$ cat src/rtl/mmce_pkg.sv
// mmce_pkg: shared types and constants of the min/max column envelope.
// Used by the interfaces, the front, queue and back, and the top level.
package mmce_pkg;

    localparam int DEF_MAX_COLUMNS = 1024;
    localparam int CMD_COL_W       = 13;     // holds a column count up to 8191
    localparam int CODE_W          = 16;
    localparam int INDEX_W         = 32;
    localparam int RCOL_W          = 10;
    localparam int NUMCOL_W        = 11;
    localparam int APB_ADDR_W      = 4;
    localparam int APB_DATA_W      = 32;
    localparam int QUEUE_DEPTH     = 2;

    localparam logic [CODE_W-1:0]   CODE_FULL_SCALE = 16'hFFFF;
    localparam logic [NUMCOL_W-1:0] NUM_COLUMNS_RST = 11'd1024;

    typedef enum logic [1:0] {
        REG_NUM_COLUMNS   = 2'd0,
        REG_TOTAL_SAMPLES = 2'd1,
        REG_FILL_CODE     = 2'd2
    } reg_idx_t;

    typedef enum logic [1:0] {
        KIND_START  = 2'd0,
        KIND_SAMPLE = 2'd1,
        KIND_FINISH = 2'd2,
        KIND_READ   = 2'd3
    } kind_t;

    typedef enum logic [2:0] {
        F_IDLE,
        F_MUL,
        F_INIT,
        F_DIV,
        F_PUSH
    } front_state_t;

    typedef enum logic [1:0] {
        B_IDLE,
        B_SWEEP,
        B_RDWAIT
    } back_state_t;

    // One classified command between front and back.
    typedef struct packed {
        kind_t                kind;
        logic [CMD_COL_W-1:0] col;   // sample column, or column count for start/finish
        logic [CODE_W-1:0]    code;  // sample code, or fill code for start
        logic [RCOL_W-1:0]    rcol;
    } cmd_t;

    // Queue status seen by both sides.
    typedef struct packed {
        logic full;
        logic empty;
    } q_stat_t;

endpackage

$ cat src/rtl/mmce_if.sv
// mmce_if: valid/ready channel interfaces for input items and result items.
// Depends on mmce_pkg for the field widths.
interface mmce_in_if
    import mmce_pkg::*;
();
    logic                valid;
    logic                ready;
    logic [1:0]          kind;
    logic [INDEX_W-1:0]  sample_index;
    logic [CODE_W-1:0]   sample_code;
    logic [RCOL_W-1:0]   read_column;

    modport source (output valid, kind, sample_index, sample_code, read_column, input ready);
    modport sink   (input valid, kind, sample_index, sample_code, read_column, output ready);
endinterface


$ cat src/rtl/mmce_front.sv
// mmce_front: accepts items, maps samples to columns with a bit-serial divider.
// Depends on mmce_pkg and mmce_in_if; feeds mmce_queue.
module mmce_front
    import mmce_pkg::*;
#(
    parameter int MAX_COLUMNS = DEF_MAX_COLUMNS
) (
    input  logic                                   clk,
    input  logic                                   rst_n,
    mmce_in_if.sink                                item_in,
    input  logic [$clog2(MAX_COLUMNS+1)-1:0]       cols,
    input  logic [INDEX_W-1:0]                     total,
    input  logic [CODE_W-1:0]                      fill,
    input  q_stat_t                                q_stat,
    output logic                                   q_push,
    output cmd_t                                   q_cmd
);
    localparam int CW = (MAX_COLUMNS > 1) ? $clog2(MAX_COLUMNS) : 1;
    localparam int NW = $clog2(MAX_COLUMNS + 1);
    localparam int PW = INDEX_W + NW;
    localparam int KW = $clog2(CW + 1);

    front_state_t        state_reg, state_next;
    logic [INDEX_W-1:0]  idx_reg, idx_next;
    logic [INDEX_W-1:0]  total_reg, total_next;
    logic [CODE_W-1:0]   code_reg, code_next;
    logic [NW-1:0]       cols_reg, cols_next;
    logic [PW-1:0]       prod_reg, prod_next;
    logic [INDEX_W-1:0]  rem_reg, rem_next;
    logic [CW-1:0]       qr_reg, qr_next;
    logic [KW-1:0]       cnt_reg, cnt_next;

    logic [INDEX_W:0]    rem_sh;
    logic                ge;
    logic [CW:0]         qr_sh;
    logic                accept;

    assign accept = item_in.valid && item_in.ready;

    always_comb
    begin
        rem_sh = {rem_reg, qr_reg[CW-1]};
        ge     = rem_sh >= {1'b0, total_reg};
        qr_sh  = {qr_reg, ge};
    end

    always_comb
    begin
        state_next    = state_reg;
        idx_next      = idx_reg;
        total_next    = total_reg;
        code_next     = code_reg;
        cols_next     = cols_reg;
        prod_next     = prod_reg;
        rem_next      = rem_reg;
        qr_next       = qr_reg;
        cnt_next      = cnt_reg;
        item_in.ready = (state_reg == F_IDLE) && !q_stat.full;
        q_push        = 1'b0;
        q_cmd.kind    = kind_t'(item_in.kind);
        q_cmd.col     = CMD_COL_W'(cols);
        q_cmd.code    = (kind_t'(item_in.kind) == KIND_START) ? fill : item_in.sample_code;
        q_cmd.rcol    = item_in.read_column;

        unique case (state_reg)
            F_IDLE:
            begin
                if (accept)
                begin
                    if (kind_t'(item_in.kind) != KIND_SAMPLE)
                    begin
                        q_push = 1'b1;
                    end
                    else if (total != '0 && cols != '0)
                    begin
                        idx_next   = item_in.sample_index;
                        total_next = total;
                        code_next  = item_in.sample_code;
                        cols_next  = cols;
                        if (item_in.sample_index >= total)
                        begin
                            // past the end of the record: clamp to the last column
                            qr_next    = CW'(cols - NW'(1));
                            state_next = F_PUSH;
                        end
                        else
                        begin
                            state_next = F_MUL;
                        end
                    end
                end
            end
            F_MUL:
            begin
                prod_next  = PW'(idx_reg) * PW'(cols_reg);
                state_next = F_INIT;
            end
            F_INIT:
            begin
                // quotient is below the column count, so only CW bits remain
                rem_next   = INDEX_W'(prod_reg >> CW);
                qr_next    = prod_reg[CW-1:0];
                cnt_next   = KW'(CW);
                state_next = F_DIV;
            end
            F_DIV:
            begin
                rem_next = ge ? INDEX_W'(rem_sh - {1'b0, total_reg}) : rem_sh[INDEX_W-1:0];
                qr_next  = qr_sh[CW-1:0];
                cnt_next = cnt_reg - KW'(1);
                if (cnt_reg == KW'(1))
                begin
                    state_next = F_PUSH;
                end
            end
            F_PUSH:
            begin
                q_cmd.kind = KIND_SAMPLE;
                q_cmd.col  = CMD_COL_W'(qr_reg);
                q_cmd.code = code_reg;
                q_cmd.rcol = '0;
                if (!q_stat.full)
                begin
                    q_push     = 1'b1;
                    state_next = F_IDLE;
                end
            end
            default:
            begin
                state_next = F_IDLE;
            end
        endcase
    end

    always_ff @(posedge clk or negedge rst_n)
    begin
        if (!rst_n)
        begin
            state_reg <= F_IDLE;
        end
        else
        begin
            state_reg <= state_next;
        end
    end

    always_ff @(posedge clk)
    begin
        idx_reg   <= idx_next;
        total_reg <= total_next;
        code_reg  <= code_next;
        cols_reg  <= cols_next;
        prod_reg  <= prod_next;
        rem_reg   <= rem_next;
        qr_reg    <= qr_next;
        cnt_reg   <= cnt_next;
    end

endmodule

$ cat src/flat_wrapper.sv
// flat-port wrapper written by rule: the top's interface ports become plain ports
module mmce_front_flat import mmce_pkg::*;
#(
    parameter int MAX_COLUMNS = DEF_MAX_COLUMNS
)
  (clk, rst_n, cols, total, fill, q_stat, q_push, q_cmd, item_in_valid, item_in_kind, item_in_sample_index, item_in_sample_code, item_in_read_column, item_in_ready);
  mmce_in_if item_in_i ();
  input  logic clk;
  input  logic rst_n;
  input  logic [$clog2(MAX_COLUMNS+1)-1:0] cols;
  input  logic [INDEX_W-1:0] total;
  input  logic [CODE_W-1:0] fill;
  input  q_stat_t q_stat;
  output logic q_push;
  output cmd_t q_cmd;
  input wire logic [$bits(item_in_i.valid)-1:0] item_in_valid;
  input wire logic [$bits(item_in_i.kind)-1:0] item_in_kind;
  input wire logic [$bits(item_in_i.sample_index)-1:0] item_in_sample_index;
  input wire logic [$bits(item_in_i.sample_code)-1:0] item_in_sample_code;
  input wire logic [$bits(item_in_i.read_column)-1:0] item_in_read_column;
  output wire logic [$bits(item_in_i.ready)-1:0] item_in_ready;
  assign item_in_i.valid = item_in_valid;
  assign item_in_i.kind = item_in_kind;
  assign item_in_i.sample_index = item_in_sample_index;
  assign item_in_i.sample_code = item_in_sample_code;
  assign item_in_i.read_column = item_in_read_column;
  assign item_in_ready = item_in_i.ready;
  mmce_front #(.MAX_COLUMNS(MAX_COLUMNS)) u_core (.clk(clk), .rst_n(rst_n), .item_in(item_in_i), .cols(cols), .total(total), .fill(fill), .q_stat(q_stat), .q_push(q_push), .q_cmd(q_cmd));
endmodule
$ cat config.mk
export PLATFORM = sky130hd
export DESIGN_NAME = mmce_front_flat
export DESIGN_NICKNAME = d
export VERILOG_FILES = /design/src/rtl/mmce_pkg.sv /design/src/rtl/mmce_if.sv /design/src/rtl/mmce_front.sv /design/src/flat_wrapper.sv
export SDC_FILE = /design/constraint.sdc
export NUM_CORES = 1
export LEC_CHECK = 0
export BUFFER_PORTS_ARGS = -buffer_cell sky130_fd_sc_hd__clkbuf_2
export CAP_MARGIN = 20
export CORE_UTILIZATION = 30
export DETAILED_ROUTE_END_ITERATION = 16
export SLEW_MARGIN = 20
export SYNTH_ARGS = -nofsm -noshare
export SYNTH_HDL_FRONTEND = slang
export SYNTH_SLANG_ARGS = --single-unit
$ cat constraint.sdc
create_clock -name clk -period 6.28 [get_ports clk]
set_clock_uncertainty 0.2 [all_clocks]
set_input_delay 0.314 -clock clk [delete_from_list [all_inputs] [get_ports clk]]
set_output_delay 0.314 -clock clk [all_outputs]
set_load 0.01 [all_outputs]
==> results.sh <==
export IMPL_final_util_pct=36.5
export IMPL_pwr_share_comb_pct=44.2
export IMPL_dr_pass1_iters=5
export IMPL_max_stage_delay_ps=570
export IMPL_grt_max_degree=78
export IMPL_status="finished, final reports clean"
export IMPL_post_route_period_util_pct=96.4
export IMPL_ys_flop_type="edfxtp_1"
export IMPL_worst_r2r_setup_slack_ps=230
export IMPL_largest_register_ffs=42
export IMPL_required_ps=6300
export IMPL_cts_tree="done"
export IMPL_grt_pass1_wl_mm=96.3
export IMPL_netlist_instances=2176
export IMPL_route_vias_total=16300
export IMPL_drive_gt1_share_pct=14.7
export IMPL_grt_pass1_vias=17000
export IMPL_path_cells="and2_1, fa_1, fa_1, fa_1, fa_1, inv_1, fa_1, inv_1, ha_4, buf_6, o21ai_0, a21oi_1, a221oi_2, buf_4, o21a_1, a21oi_2, nor3_2, buf_4, nor4_2, o22ai_1, xnor2_1"
export IMPL_crit_fanout=8
export IMPL_hold_viol_final=0
export IMPL_min_path_type="input pin to register"
export IMPL_drcViolationCount=0
export IMPL_p_sw_share_pct=39.4
export IMPL_critPathLaunchType="register"
export IMPL_core_sq_um=68900
export IMPL_maxCapViolations=0
export IMPL_rows=96
export IMPL_cp_arrival_ps=6070
export IMPL_fin_nets=2992
export IMPL_ant_nets=0
export IMPL_dp_slack_ps=55.8
export IMPL_rr_startpoint="u_core.idx_reg[8]"
export IMPL_grt_ovfl_total=0
export IMPL_crit_type="register to register"
export IMPL_clock_path_buffers=2
export IMPL_fin_ws_ps=229
export IMPL_routed_wl_mm=60.9
export IMPL_numPortBuffers=163
export IMPL_hpwl_mm=48.2
export IMPL_min_to="u_core.total_reg[21]"
export IMPL_clkPwrFrac_pct=21.3
export IMPL_netlist_top_cell_by_area="fa_1"
export IMPL_synth_common_cells="360 x inv_1, 320 x nand2_1, 269 x fa_1"
export IMPL_synth_cell_type_count=75
export IMPL_setup_viol=0
export IMPL_rsz0062_at_grt="yes"
export IMPL_synth_area_per_cell_sq_um=9.65
export IMPL_synth_edf_count=179
export IMPL_holdWs_ps=24.3
export IMPL_start_util_pct=30.4
export IMPL_synth_top_area_share_pct=25.7
export IMPL_max_freq_mhz=165
export IMPL_numCtsBuffers=17
export IMPL_dieArea_sq_um=71000
export IMPL_yosysMostFrequentCell="inv_1"
export IMPL_setup_tns_ps=0
export IMPL_finalPower_w=0.00544
export IMPL_hold_path_startpoint="total[21]"
export IMPL_dieWidth_um=267
export IMPL_p_leak_nw=11.6
export IMPL_p_sw_w=0.00214
export IMPL_p_int_w=0.00330
export IMPL_drv_slew=0
export IMPL_timing_rr_end="u_core.prod_reg[39]"
export IMPL_ios=167
export IMPL_synth_cell_area_sq_um=21000
export IMPL_dr_first_iter_drc_count=1168
export IMPL_synth_seq_cells=182
export IMPL_synth_area_leaders="fa_1 26%, edfxtp_1 26%, ha_1 8.6%"
export IMPL_wl_per_cell_um=17.9
export IMPL_groute_usage_overall_pct=17.8
export IMPL_ys_seq_area_share_pct=26.0
export IMPL_clock_sinks=182
export IMPL_async_flop_share_pct=1.65
export IMPL_antenna_found_initial=1
export IMPL_maxSlewHeadroom_pct=30.9
export IMPL_clockRootBuffer="clkbuf_16"
export IMPL_ys_warn_count=0
export IMPL_powerDensity_nw_per_um2=216
export IMPL_cts_max_level=4
export IMPL_max_vdd_ir_drop_mv=0.236
export IMPL_fin_crit_ps=6050
export IMPL_gp_congestion=0.934
export IMPL_dieHeight_um=267
export IMPL_cp_slowest_cell="fa_1"
export IMPL_rr_worst_depth=21
export IMPL_syn2layout_area_growth_pct=19.9
export IMPL_crit_path_end_kind="register"
export IMPL_clkLatencyLatePin_ps=480
export IMPL_avgViaCountPerCell=4.80
export IMPL_worst_pin_slew_ps=1030
export IMPL_seq_power_share_pct=34.6
export IMPL_path_common_cell="fa_1"
export IMPL_holdPathStages=1
export IMPL_clk_pin_slew_ps=80
==> per-stage QoR <==
| stage | cells | instance area, sq um |
|---|---|---|
| finish | 3399 | 25200 |
| global route | 3398 | 25200 |
| CTS | 3371 | 24800 |
| detailed placement | 3255 | 23400 |
| global placement | 3255 | 23400 |
| floorplan | 2177 | 21000 |
==> worst max-delay path: cells and delay by family, from the launching register on <==
| family | cells | cell delay [ps] |
|---|---|---|
| adder cells (fa/ha/maj) | 6 | 2910 |
| AND/OR/NAND/NOR | 3 | 590 |
| XOR/XNOR | 1 | 150 |
| buffers and inverters | 5 | 540 |
| AO/OA/AOI/OAI | 6 | 870 |
| flip-flops | 1 | 550 |
==> layout make-up <==
type	count	area, sq um
diodes	1	2.50
clock buffers	18	429
clock inverters	14	170
fillers	7005	43800
inverters	360	1350
multi-input cells	1527	13900
flip-flops and latches	182	5450
well taps	931	1160
repair buffers	366	2720
==> cell families (layout without fill, tap and decap cells) <==
kind of cell	after synthesis	count (layout)	share of synthesized area (%)
AO/OA/AOI/OAI	329	329	10.3
XOR/XNOR	73	73	3.05
adder cells (fa/ha/maj)	414	414	34.3
buffers and inverters	468	758	8.58
flip-flops	182	182	26.0
multiplexers	61	61	2.99
other	1	3	0.0179
AND/OR/NAND/NOR	648	648	14.8
==> metal layers <==
layer	vias up	track usage, %	part of all wire, %
li1	7615	-	-
met1	8081	23.6	43
met2	556	28.9	46
met3	50	4.59	8.5
met4	0	4.15	1.8
met5	-	0	0
==> worst max path at each step <==
stage | slack, ps | depth (start not counted) | startpoint | endpoint
finish | 230 | 21 | u_core.idx_reg[8] | u_core.prod_reg[39]
global route | -40 | 21 | u_core.cols_reg[6] | u_core.prod_reg[34]
CTS | 20 | 20 | u_core.idx_reg[9] | u_core.prod_reg[37]
detailed placement | 60 | 19 | u_core.idx_reg[7] | u_core.prod_reg[34]
global placement | 50 | 20 | u_core.idx_reg[6] | u_core.prod_reg[37]
floorplan | 310 | 20 | u_core.cols_reg[4] | u_core.prod_reg[34]
==> cell usage in the layout (no fill, tap or decap), types with 8 or more instances in the layout <==
cell type,instances
mux2i_1,51
and2_1,148
o21ai_0,61
nand2_1,319
fa_1,268
o21ai_1,24
dlygate4sd3_1,85
ha_1,144
a211oi_1,8
inv_1,360
mux2_2,9
clkbuf_2,163
nand4_1,22
xor2_1,30
buf_12,10
clkbuf_16,18
o21bai_1,14
a21oi_1,89
nor4_1,17
a21o_1,63
nor2_1,59
nor3_1,10
buf_4,100
nand2b_1,8
nor2b_1,19
nand3_1,14
xnor2_1,43
edfxtp_1,179
==> repair_timing <==
action,4_1_cts,5_1_grt
gates resized for setup,0,28
hold buffers,84,1
endpoints found under the setup margin,0,16
setup buffers,0,25
endpoints found under the hold margin,85,1
==> power by group through the flow <==
stage               Combinational [W]  Clock, W  Sequential, W
global placement              0.00230         0        0.00189
global route                  0.00266   0.00122        0.00190
detailed placement            0.00232         0        0.00189
finish                        0.00240   0.00116        0.00188
floorplan                     0.00174         0        0.00183
CTS                           0.00237   0.00117        0.00187
Power figures use the tool's default switching activity.
