File: src/rtl/mmce_pkg.sv
// mmce_pkg: shared types and constants of the min/max column envelope.
// Used by the interfaces, the front, queue and back, and the top level.
package mmce_pkg;

    localparam int DEF_MAX_COLUMNS = 1024;
    localparam int CMD_COL_W       = 13;     // holds a column count up to 8191
    localparam int CODE_W          = 16;
    localparam int INDEX_W         = 32;
    localparam int RCOL_W          = 10;
    localparam int NUMCOL_W        = 11;
    localparam int APB_ADDR_W      = 4;
    localparam int APB_DATA_W      = 32;
    localparam int QUEUE_DEPTH     = 2;

    localparam logic [CODE_W-1:0]   CODE_FULL_SCALE = 16'hFFFF;
    localparam logic [NUMCOL_W-1:0] NUM_COLUMNS_RST = 11'd1024;

    typedef enum logic [1:0] {
        REG_NUM_COLUMNS   = 2'd0,
        REG_TOTAL_SAMPLES = 2'd1,
        REG_FILL_CODE     = 2'd2
    } reg_idx_t;

    typedef enum logic [1:0] {
        KIND_START  = 2'd0,
        KIND_SAMPLE = 2'd1,
        KIND_FINISH = 2'd2,
        KIND_READ   = 2'd3
    } kind_t;

    typedef enum logic [2:0] {
        F_IDLE,
        F_MUL,
        F_INIT,
        F_DIV,
        F_PUSH
    } front_state_t;

    typedef enum logic [1:0] {
        B_IDLE,
        B_SWEEP,
        B_RDWAIT
    } back_state_t;

    // One classified command between front and back.
    typedef struct packed {
        kind_t                kind;
        logic [CMD_COL_W-1:0] col;   // sample column, or column count for start/finish
        logic [CODE_W-1:0]    code;  // sample code, or fill code for start
        logic [RCOL_W-1:0]    rcol;
    } cmd_t;

    // Queue status seen by both sides.
    typedef struct packed {
        logic full;
        logic empty;
    } q_stat_t;

endpackage

File: src/rtl/mmce_queue.sv
// mmce_queue: short command queue between front and back.
// Depends on mmce_pkg for cmd_t and q_stat_t.
module mmce_queue
    import mmce_pkg::*;
(
    input  logic    clk,
    input  logic    rst_n,
    input  logic    push,
    input  cmd_t    push_cmd,
    input  logic    pop,
    output cmd_t    pop_cmd,
    output q_stat_t stat
);
    localparam int PTR_W = (QUEUE_DEPTH > 1) ? $clog2(QUEUE_DEPTH) : 1;
    localparam int CNT_W = $clog2(QUEUE_DEPTH + 1);

    cmd_t              slot_reg [QUEUE_DEPTH];
    logic [PTR_W-1:0]  wr_ptr_reg, wr_ptr_next;
    logic [PTR_W-1:0]  rd_ptr_reg, rd_ptr_next;
    logic [CNT_W-1:0]  cnt_reg, cnt_next;

    assign stat.full  = (cnt_reg == CNT_W'(QUEUE_DEPTH));
    assign stat.empty = (cnt_reg == '0);
    assign pop_cmd    = slot_reg[rd_ptr_reg];

    always_comb
    begin
        wr_ptr_next = wr_ptr_reg;
        rd_ptr_next = rd_ptr_reg;
        cnt_next    = cnt_reg;
        if (push)
        begin
            wr_ptr_next = (wr_ptr_reg == PTR_W'(QUEUE_DEPTH - 1)) ? '0 : wr_ptr_reg + PTR_W'(1);
        end
        if (pop)
        begin
            rd_ptr_next = (rd_ptr_reg == PTR_W'(QUEUE_DEPTH - 1)) ? '0 : rd_ptr_reg + PTR_W'(1);
        end
        if (push && !pop)
        begin
            cnt_next = cnt_reg + CNT_W'(1);
        end
        else if (pop && !push)
        begin
            cnt_next = cnt_reg - CNT_W'(1);
        end
    end

    always_ff @(posedge clk or negedge rst_n)
    begin
        if (!rst_n)
        begin
            wr_ptr_reg <= '0;
            rd_ptr_reg <= '0;
            cnt_reg    <= '0;
        end
        else
        begin
            wr_ptr_reg <= wr_ptr_next;
            rd_ptr_reg <= rd_ptr_next;
            cnt_reg    <= cnt_next;
        end
    end

    always_ff @(posedge clk)
    begin
        if (push)
        begin
            slot_reg[wr_ptr_reg] <= push_cmd;
        end
    end

endmodule

File: config.mk
export PLATFORM = sky130hd
export DESIGN_NAME = mmce_queue
export DESIGN_NICKNAME = d
export VERILOG_FILES = /design/src/rtl/mmce_pkg.sv /design/src/rtl/mmce_queue.sv
export SDC_FILE = /design/constraint.sdc
export NUM_CORES = 1
export LEC_CHECK = 0
export BUFFER_PORTS_ARGS = -buffer_cell sky130_fd_sc_hd__buf_4
export CORE_MARGIN = 3
export CORE_UTILIZATION = 55
export DETAILED_ROUTE_END_ITERATION = 10
export PLACE_DENSITY = 0.8
export SLEW_MARGIN = 20
export SYNTH_ARGS = -nofsm -noshare
export SYNTH_HDL_FRONTEND = slang
export SYNTH_SLANG_ARGS = --single-unit
export TNS_END_PERCENT = 100
File: constraint.sdc
create_clock -name clk -period 5.18 [get_ports clk]
set_clock_uncertainty 0.15 [all_clocks]
set_input_delay 0.518 -clock clk [delete_from_list [all_inputs] [get_ports clk]]
set_output_delay 0.518 -clock clk [all_outputs]
set_load 0.01 [all_outputs]
==> flow_metrics.env, run 1 <==
export IMPL_ctsRootBufferMaster="clkbuf_8"
export IMPL_period_share_pct=51.2
export IMPL_avgSynthCellArea_um2=23.3
export IMPL_worstHoldPathCells=2
export IMPL_cp_start_kind="flop"
export IMPL_ys_seq_elements=86
export IMPL_power_density_mw_per_mm2=524
export IMPL_wl_per_cell_um=16.3
export IMPL_grt_max_degree=42
export IMPL_power_total_mw=2.23
export IMPL_reg2regPathDepth=1
export IMPL_cts_buffer_depth=2
export IMPL_gp_congestion=0.685
export IMPL_start_util_pct=58.6
export IMPL_synth_cell_types=13
export IMPL_post_place_ws_ns=2.89
export IMPL_antenna_found_initial=0
export IMPL_ant_nets=0
export IMPL_cts_resized=0
export IMPL_tns_ns=0
export IMPL_yosys_warnings=0
export IMPL_finalSetupViolations=0
export IMPL_via_per_inst=4.93
export IMPL_routed_wl_mm=5.17
export IMPL_vias=1562
export IMPL_postLayoutCoreUtil_pct=74.6
export IMPL_slew_viol_final=0
export IMPL_largest_reg_flops=82
export IMPL_fin_ws_ns=2.53
export IMPL_min_period_ns=2.65
export IMPL_critical_path_arrival_ns=1.98
export IMPL_drt_iter0_markers=57
export IMPL_crit_fanout=35
export IMPL_syn_num_nets=190
export IMPL_grt_usage_pct=15.3
export IMPL_worstPathRequired_ns=4.51
export IMPL_io_buffers=87
export IMPL_tightest_slew_ns=0.969
export IMPL_seq_area_frac_synth_pct=76.5
export IMPL_final_nets=286
export IMPL_detailed_place_area_mm2=0.00405
export IMPL_hp_class="in2reg"
export IMPL_numCtsBuffers=9
export IMPL_diodes=0
export IMPL_timing_final_hold_violations=0
export IMPL_grt_pass1_wl_mm=8.05
export IMPL_relSlewSlack_pct=35.4
export IMPL_clock_latency_ns=0.33
export IMPL_fp_dieArea_mm2=0.00706
export IMPL_max_freq_mhz=377
export IMPL_firstDrtPassIters=4
export IMPL_rsz0062_at_grt="no"
export IMPL_grt_overflow_total=0
export IMPL_cts_tree="yes"
export IMPL_final_cell_area_mm2=0.00426
export IMPL_grt_pass1_vias=1632
export IMPL_maxCapViolations=0
export IMPL_route_detailed_drc=0
export IMPL_die_w_um=84.0
export IMPL_std_cell_rows=27
export IMPL_critPathCaptureType="output port"
export IMPL_netlist_area_mm2=0.00335
export IMPL_ios=88
export IMPL_peakVddDrop_v=0.000348
export IMPL_cts_sinks=86
export IMPL_p_leak_nw=1.74
export IMPL_dieHeight_um=84.0
export IMPL_ctsHtreeMaxLevel=3
export IMPL_layout_drive_gt1_share_pct=59.6
export IMPL_areaGrowthSynthToFinish_pct=27.2
export IMPL_worstSetupPathType="reg2out"
export IMPL_syn_inst=144
export IMPL_status="finished clean"
export IMPL_clkTransAtPathRegs_ns=0.07
export IMPL_core_area_mm2=0.00571
export IMPL_hpwl_mm=3.49
## kinds of logic after synthesis
group / after synthesis / share of synthesized area, %
DFF: 86 / 76.5
muxes: 41 / 18.2
buffers and inverters: 6 / 2.84
xor gates and xnor gates: 5 / 1.31
and+or+nand+nor: 5 / 0.785
adders and majority gates: 1 / 0.374
## cells in the mapped netlist (all sizes together)
cell	n	share of area (%)
xnor2	1	0.26
nor2	2	0.22
xor2	4	1.0
ha	1	0.37
buf	5	2.7
and2	1	0.19
edfxtp	82	74
dfrtp	4	3.0
mux2	41	18
nor2b	2	0.37
inv	1	0.11
## worst paths after layout
| path | end | startpoint | slack, ns |
|---|---|---|---|
| max in group asynchronous | rd_ptr_reg$_DFFE_PN0P_ | rst_n | 4.41 |
| max | pop_cmd[21] | rd_ptr_reg$_DFFE_PN0P_ | 2.53 |
| min in group asynchronous | wr_ptr_reg$_DFFE_PN0P_ | rst_n | 0.36 |
| min | rd_ptr_reg$_DFFE_PN0P_ | pop | 0.21 |
| min reg2reg | cnt_reg[1]$_DFFE_PN0P_ | cnt_reg[1]$_DFFE_PN0P_ | 0.34 |
| max reg2reg | slot_reg[1][2]$_DFFE_PP_ | wr_ptr_reg$_DFFE_PN0P_ | 3.40 |
## report_power, final
group,switching [mW],leakage [nW],internal [mW]
Combinational,0.328,0.818,0.446
Sequential,0.0586,0.815,0.927
Clock,0.206,0.105,0.269
## cells in the final DEF (no fill, tap or decap)
master,n
and2_2,1
clkinv_2,2
mux2_4,39
clkbuf_8,9
nor2_1,2
dfrtp_2,1
inv_1,1
nor2b_1,1
xor2_1,4
bufinv_16,2
nor2b_4,1
buf_4,88
buf_16,1
edfxtp_1,82
mux2_2,2
xnor2_1,1
clkinv_1,1
clkbuf_1,2
ha_1,1
dfrtp_1,3
dlygate4sd3_1,1
## timing repair
action                                 4_1_cts  5_1_grt
buffers inserted                             0        0
endpoints found under the hold margin        4        0
hold buffers                                 1        0
## metrics by stage
| step | std cells | hold WS, ns |
|---|---|---|
| floorplan | 144 | 0.0724 |
| global placement | 299 | 0.167 |
| detailed placement | 300 | 0.168 |
| CTS | 317 | 0.196 |
| finish | 317 | 0.211 |
| global route | 317 | 0.186 |
## critical path: stages (launching register included)
cell	delay, ns
dfrtp_2	0.50
buf_4	0.56
mux2_2	0.41
buf_4	0.14
## per-layer routing
layer / vias up / global-route usage, % / share of wire [%] / routed length (um)
met5: - / 0 / 0 / 0
met4: 0 / 7.46 / 1.6 / 81
met3: 8 / 5.53 / 6.8 / 350
met2: 54 / 24.8 / 52 / 2690
met1: 748 / 17.9 / 40 / 2050
li1: 752 / - / - / -
## final cells by class
class | instances | area [um^2]
clock buffers | 11 | 131
multi-input cells | 52 | 699
repair buffers | 90 | 698
fillers | 346 | 1450
well taps | 72 | 90.1
flip-flops and latches | 86 | 2560
inverters | 1 | 3.75
clock inverters | 5 | 73.8
Power figures use the tool's default switching activity.
==> inputs of run 2 (changes only) <==
Settings changed: ABC_AREA set to 1, CORE_UTILIZATION 55 to 47, PLACE_DENSITY 0.8 to 0.72.
Clock period 5.18 ns to 2.2 ns, I/O delays scaled along.
==> flow_metrics.env, run 2 <==
export IMPL_synthTopCellsByCount="82 x edfxtp_1, 39 x mux2_4, 7 x inv_1"
export IMPL_io_buffers=87
export IMPL_grt_pass1_wl_mm=9.47
export IMPL_timing_final_hold_violations=0
export IMPL_p_leak_nw=1.95
export IMPL_fillers=465
export IMPL_crit_fanout=22
export IMPL_synth_top_area_share_pct=73.1
export IMPL_seq_area_frac_synth_pct=76.1
export IMPL_start_util_pct=49.0
export IMPL_synth_area_leaders="edfxtp_1 73%, mux2_4 17%, dfrtp_1 3.0%, buf_12 2.4%, inv_1 0.78%"
export IMPL_yosys_warnings=0
export IMPL_grt_usage_pct=15.0
export IMPL_clock_latency_ns=0.33
export IMPL_gp_congestion=0.708
export IMPL_std_cell_rows=30
export IMPL_critPathCaptureType="output port"
export IMPL_numCtsBuffers=9
export IMPL_synth_cell_types=14
export IMPL_ctsRootBufferMaster="clkbuf_8"
export IMPL_ios=88
export IMPL_firstDrtPassIters=4
export IMPL_slew_viol_final=0
export IMPL_post_synth_top_count_cell="edfxtp_1"
export IMPL_ys_seq_elements=86
export IMPL_syn_inst=153
export IMPL_vias=1807
export IMPL_yosys_area_top_type="edfxtp_1"
export IMPL_status="finished clean"
export IMPL_worstSetupPathType="reg2out"
export IMPL_synthAdderAreaFrac_pct=0.371
export IMPL_cts_buffer_depth=2
export IMPL_diodes=0
export IMPL_grt_overflow_total=0
export IMPL_ant_nets=0
export IMPL_rsz0062_at_grt="no"
export IMPL_routed_wl_mm=5.79
export IMPL_relSlewSlack_pct=73.8
export IMPL_min_period_ns=1.96
export IMPL_final_common_cell="buf_4"
export IMPL_antenna_found_initial=0
export IMPL_die_w_um=90.7
export IMPL_clkTransAtPathRegs_ns=0.08
export IMPL_route_detailed_drc=0
export IMPL_ctsHtreeMaxLevel=3
export IMPL_tightest_slew_ns=0.394
export IMPL_synth_top_family_by_area="multiplexers"
export IMPL_worstPathRequired_ns=1.83
export IMPL_synth_xor_area_share_pct=0.780
export IMPL_areaGrowthSynthToFinish_pct=41.1
export IMPL_synth_simple_gate_area_share_pct=1.23
export IMPL_core_area_mm2=0.00687
export IMPL_largest_reg_flops=82
export IMPL_cts_tree="yes"
export IMPL_period_share_pct=88.9
export IMPL_peakVddDrop_v=0.000572
export IMPL_synth_compound_area_share_pct=0
export IMPL_critical_path_arrival_ns=1.59
export IMPL_hp_class="in2async"
export IMPL_grt_pass1_vias=1986
export IMPL_final_nets=341
export IMPL_fp_dieArea_mm2=0.00822
export IMPL_synthFlopType="edfxtp_1"
export IMPL_syn_num_nets=199
export IMPL_avgSynthCellArea_um2=22.0
export IMPL_cts_resized=0
export IMPL_maxCapViolations=0
export IMPL_cp_start_kind="flop"
export IMPL_synthArstFlopShare_pct=4.65
export IMPL_synth_edf_count=82
export IMPL_via_per_inst=4.57
export IMPL_layout_drive_gt1_share_pct=49.5
export IMPL_synthMuxAreaShare_pct=18.1
export IMPL_drt_iter0_markers=60
export IMPL_final_cell_mix="91 x buf_4, 82 x edfxtp_1, 44 x dlygate4sd3_1"
export IMPL_power_density_mw_per_mm2=1130
export IMPL_netlist_area_mm2=0.00337
export IMPL_power_total_mw=5.37
export IMPL_grt_max_degree=42
export IMPL_finalSetupViolations=0
export IMPL_tns_ns=0
export IMPL_wl_per_cell_um=14.7
export IMPL_dieHeight_um=90.7
export IMPL_cts_sinks=86
export IMPL_max_freq_mhz=511
==> run 2: final timing paths <==
| kind | start | slack [ns] | cells after the start | end |
|---|---|---|---|---|
| setup / recovery | rd_ptr_reg$_DFFE_PN0P_ | 0.24 | 3 | pop_cmd[20] |
| hold / removal | rst_n | 0.07 | 2 | cnt_reg[1]$_DFFE_PN0P_ |
| setup reg to reg | wr_ptr_reg$_DFFE_PN0P_ | 0.85 | 2 | slot_reg[0][26]$_DFFE_PP_ |
| hold reg to reg | cnt_reg[1]$_DFFE_PN0P_ | 0.38 | 2 | cnt_reg[1]$_DFFE_PN0P_ |
| max in group asynchronous | rst_n | 1.71 | 2 | rd_ptr_reg$_DFFE_PN0P_ |
| min in group clk | cnt_reg[1]$_DFFE_PN0P_ | 0.38 | 2 | cnt_reg[1]$_DFFE_PN0P_ |
==> run 2: timing repair <==
action	4_1_cts	5_1_grt
endpoints found under the setup margin	0	0
hold buffers	44	0
endpoints found under the hold margin	88	0
buffers inserted	0	0
==> run 2: final cells by class <==
cell class	instances	area, um^2	share of cell area, %
tap	96	120	2.53
inverter	7	26.3	0.553
multi-input combinational	55	696	14.6
timing repair buffer	136	1140	24.1
clock buffer	11	131	2.76
clock inverter	4	72.6	1.53
sequential	86	2560	53.9
==> run 2: logic make-up after synthesis <==
| group | Yosys count |
|---|---|
| xor gates and xnor gates | 3 |
| DFF | 86 |
| buffers and inverters | 12 |
| adders and majority gates | 1 |
| muxes | 41 |
| and+or+nand+nor | 10 |
==> run 2: worst max-delay path, stage by stage (launching register included) <==
cell	delay, ns
dfrtp_2	0.36
buf_4	0.35
mux2_2	0.38
buf_4	0.15
==> run 2: per-layer routing <==
| metal | GRT usage (%) | vias to the layer above | routed length (um) |
|---|---|---|---|
| met5 | 0 | - | 0 |
| met4 | 8.04 | 0 | 75 |
| met3 | 2.67 | 6 | 216 |
| met2 | 27.2 | 46 | 3280 |
| met1 | 16.6 | 889 | 2230 |
| li1 | - | 866 | - |
==> run 2: report_power, final <==
| group | switching, mW | internal [mW] | leakage (nW) |
|---|---|---|---|
| combinational | 0.849 | 1.11 | 1.03 |
| clock | 0.499 | 0.633 | 0.0994 |
| sequential | 0.104 | 2.18 | 0.816 |
| total | 1.45 | 3.92 | 1.95 |
==> run 2: per-stage QoR <==
step | instance area, um^2 | hold WS (ns) | cells | util [%] | worst slack (ns)
after floorplan | 3370 | -0.226 | 153 | - | 0.149
after global placement | 4110 | -0.130 | 336 | 59.8 | 0.603
after detailed placement | 4110 | -0.129 | 336 | 59.8 | 0.589
after global routing | 4750 | 0.0633 | 395 | 69.2 | 0.160
final | 4750 | 0.0742 | 395 | 69.2 | 0.243
after CTS | 4750 | 0.0378 | 395 | 69.2 | 0.210
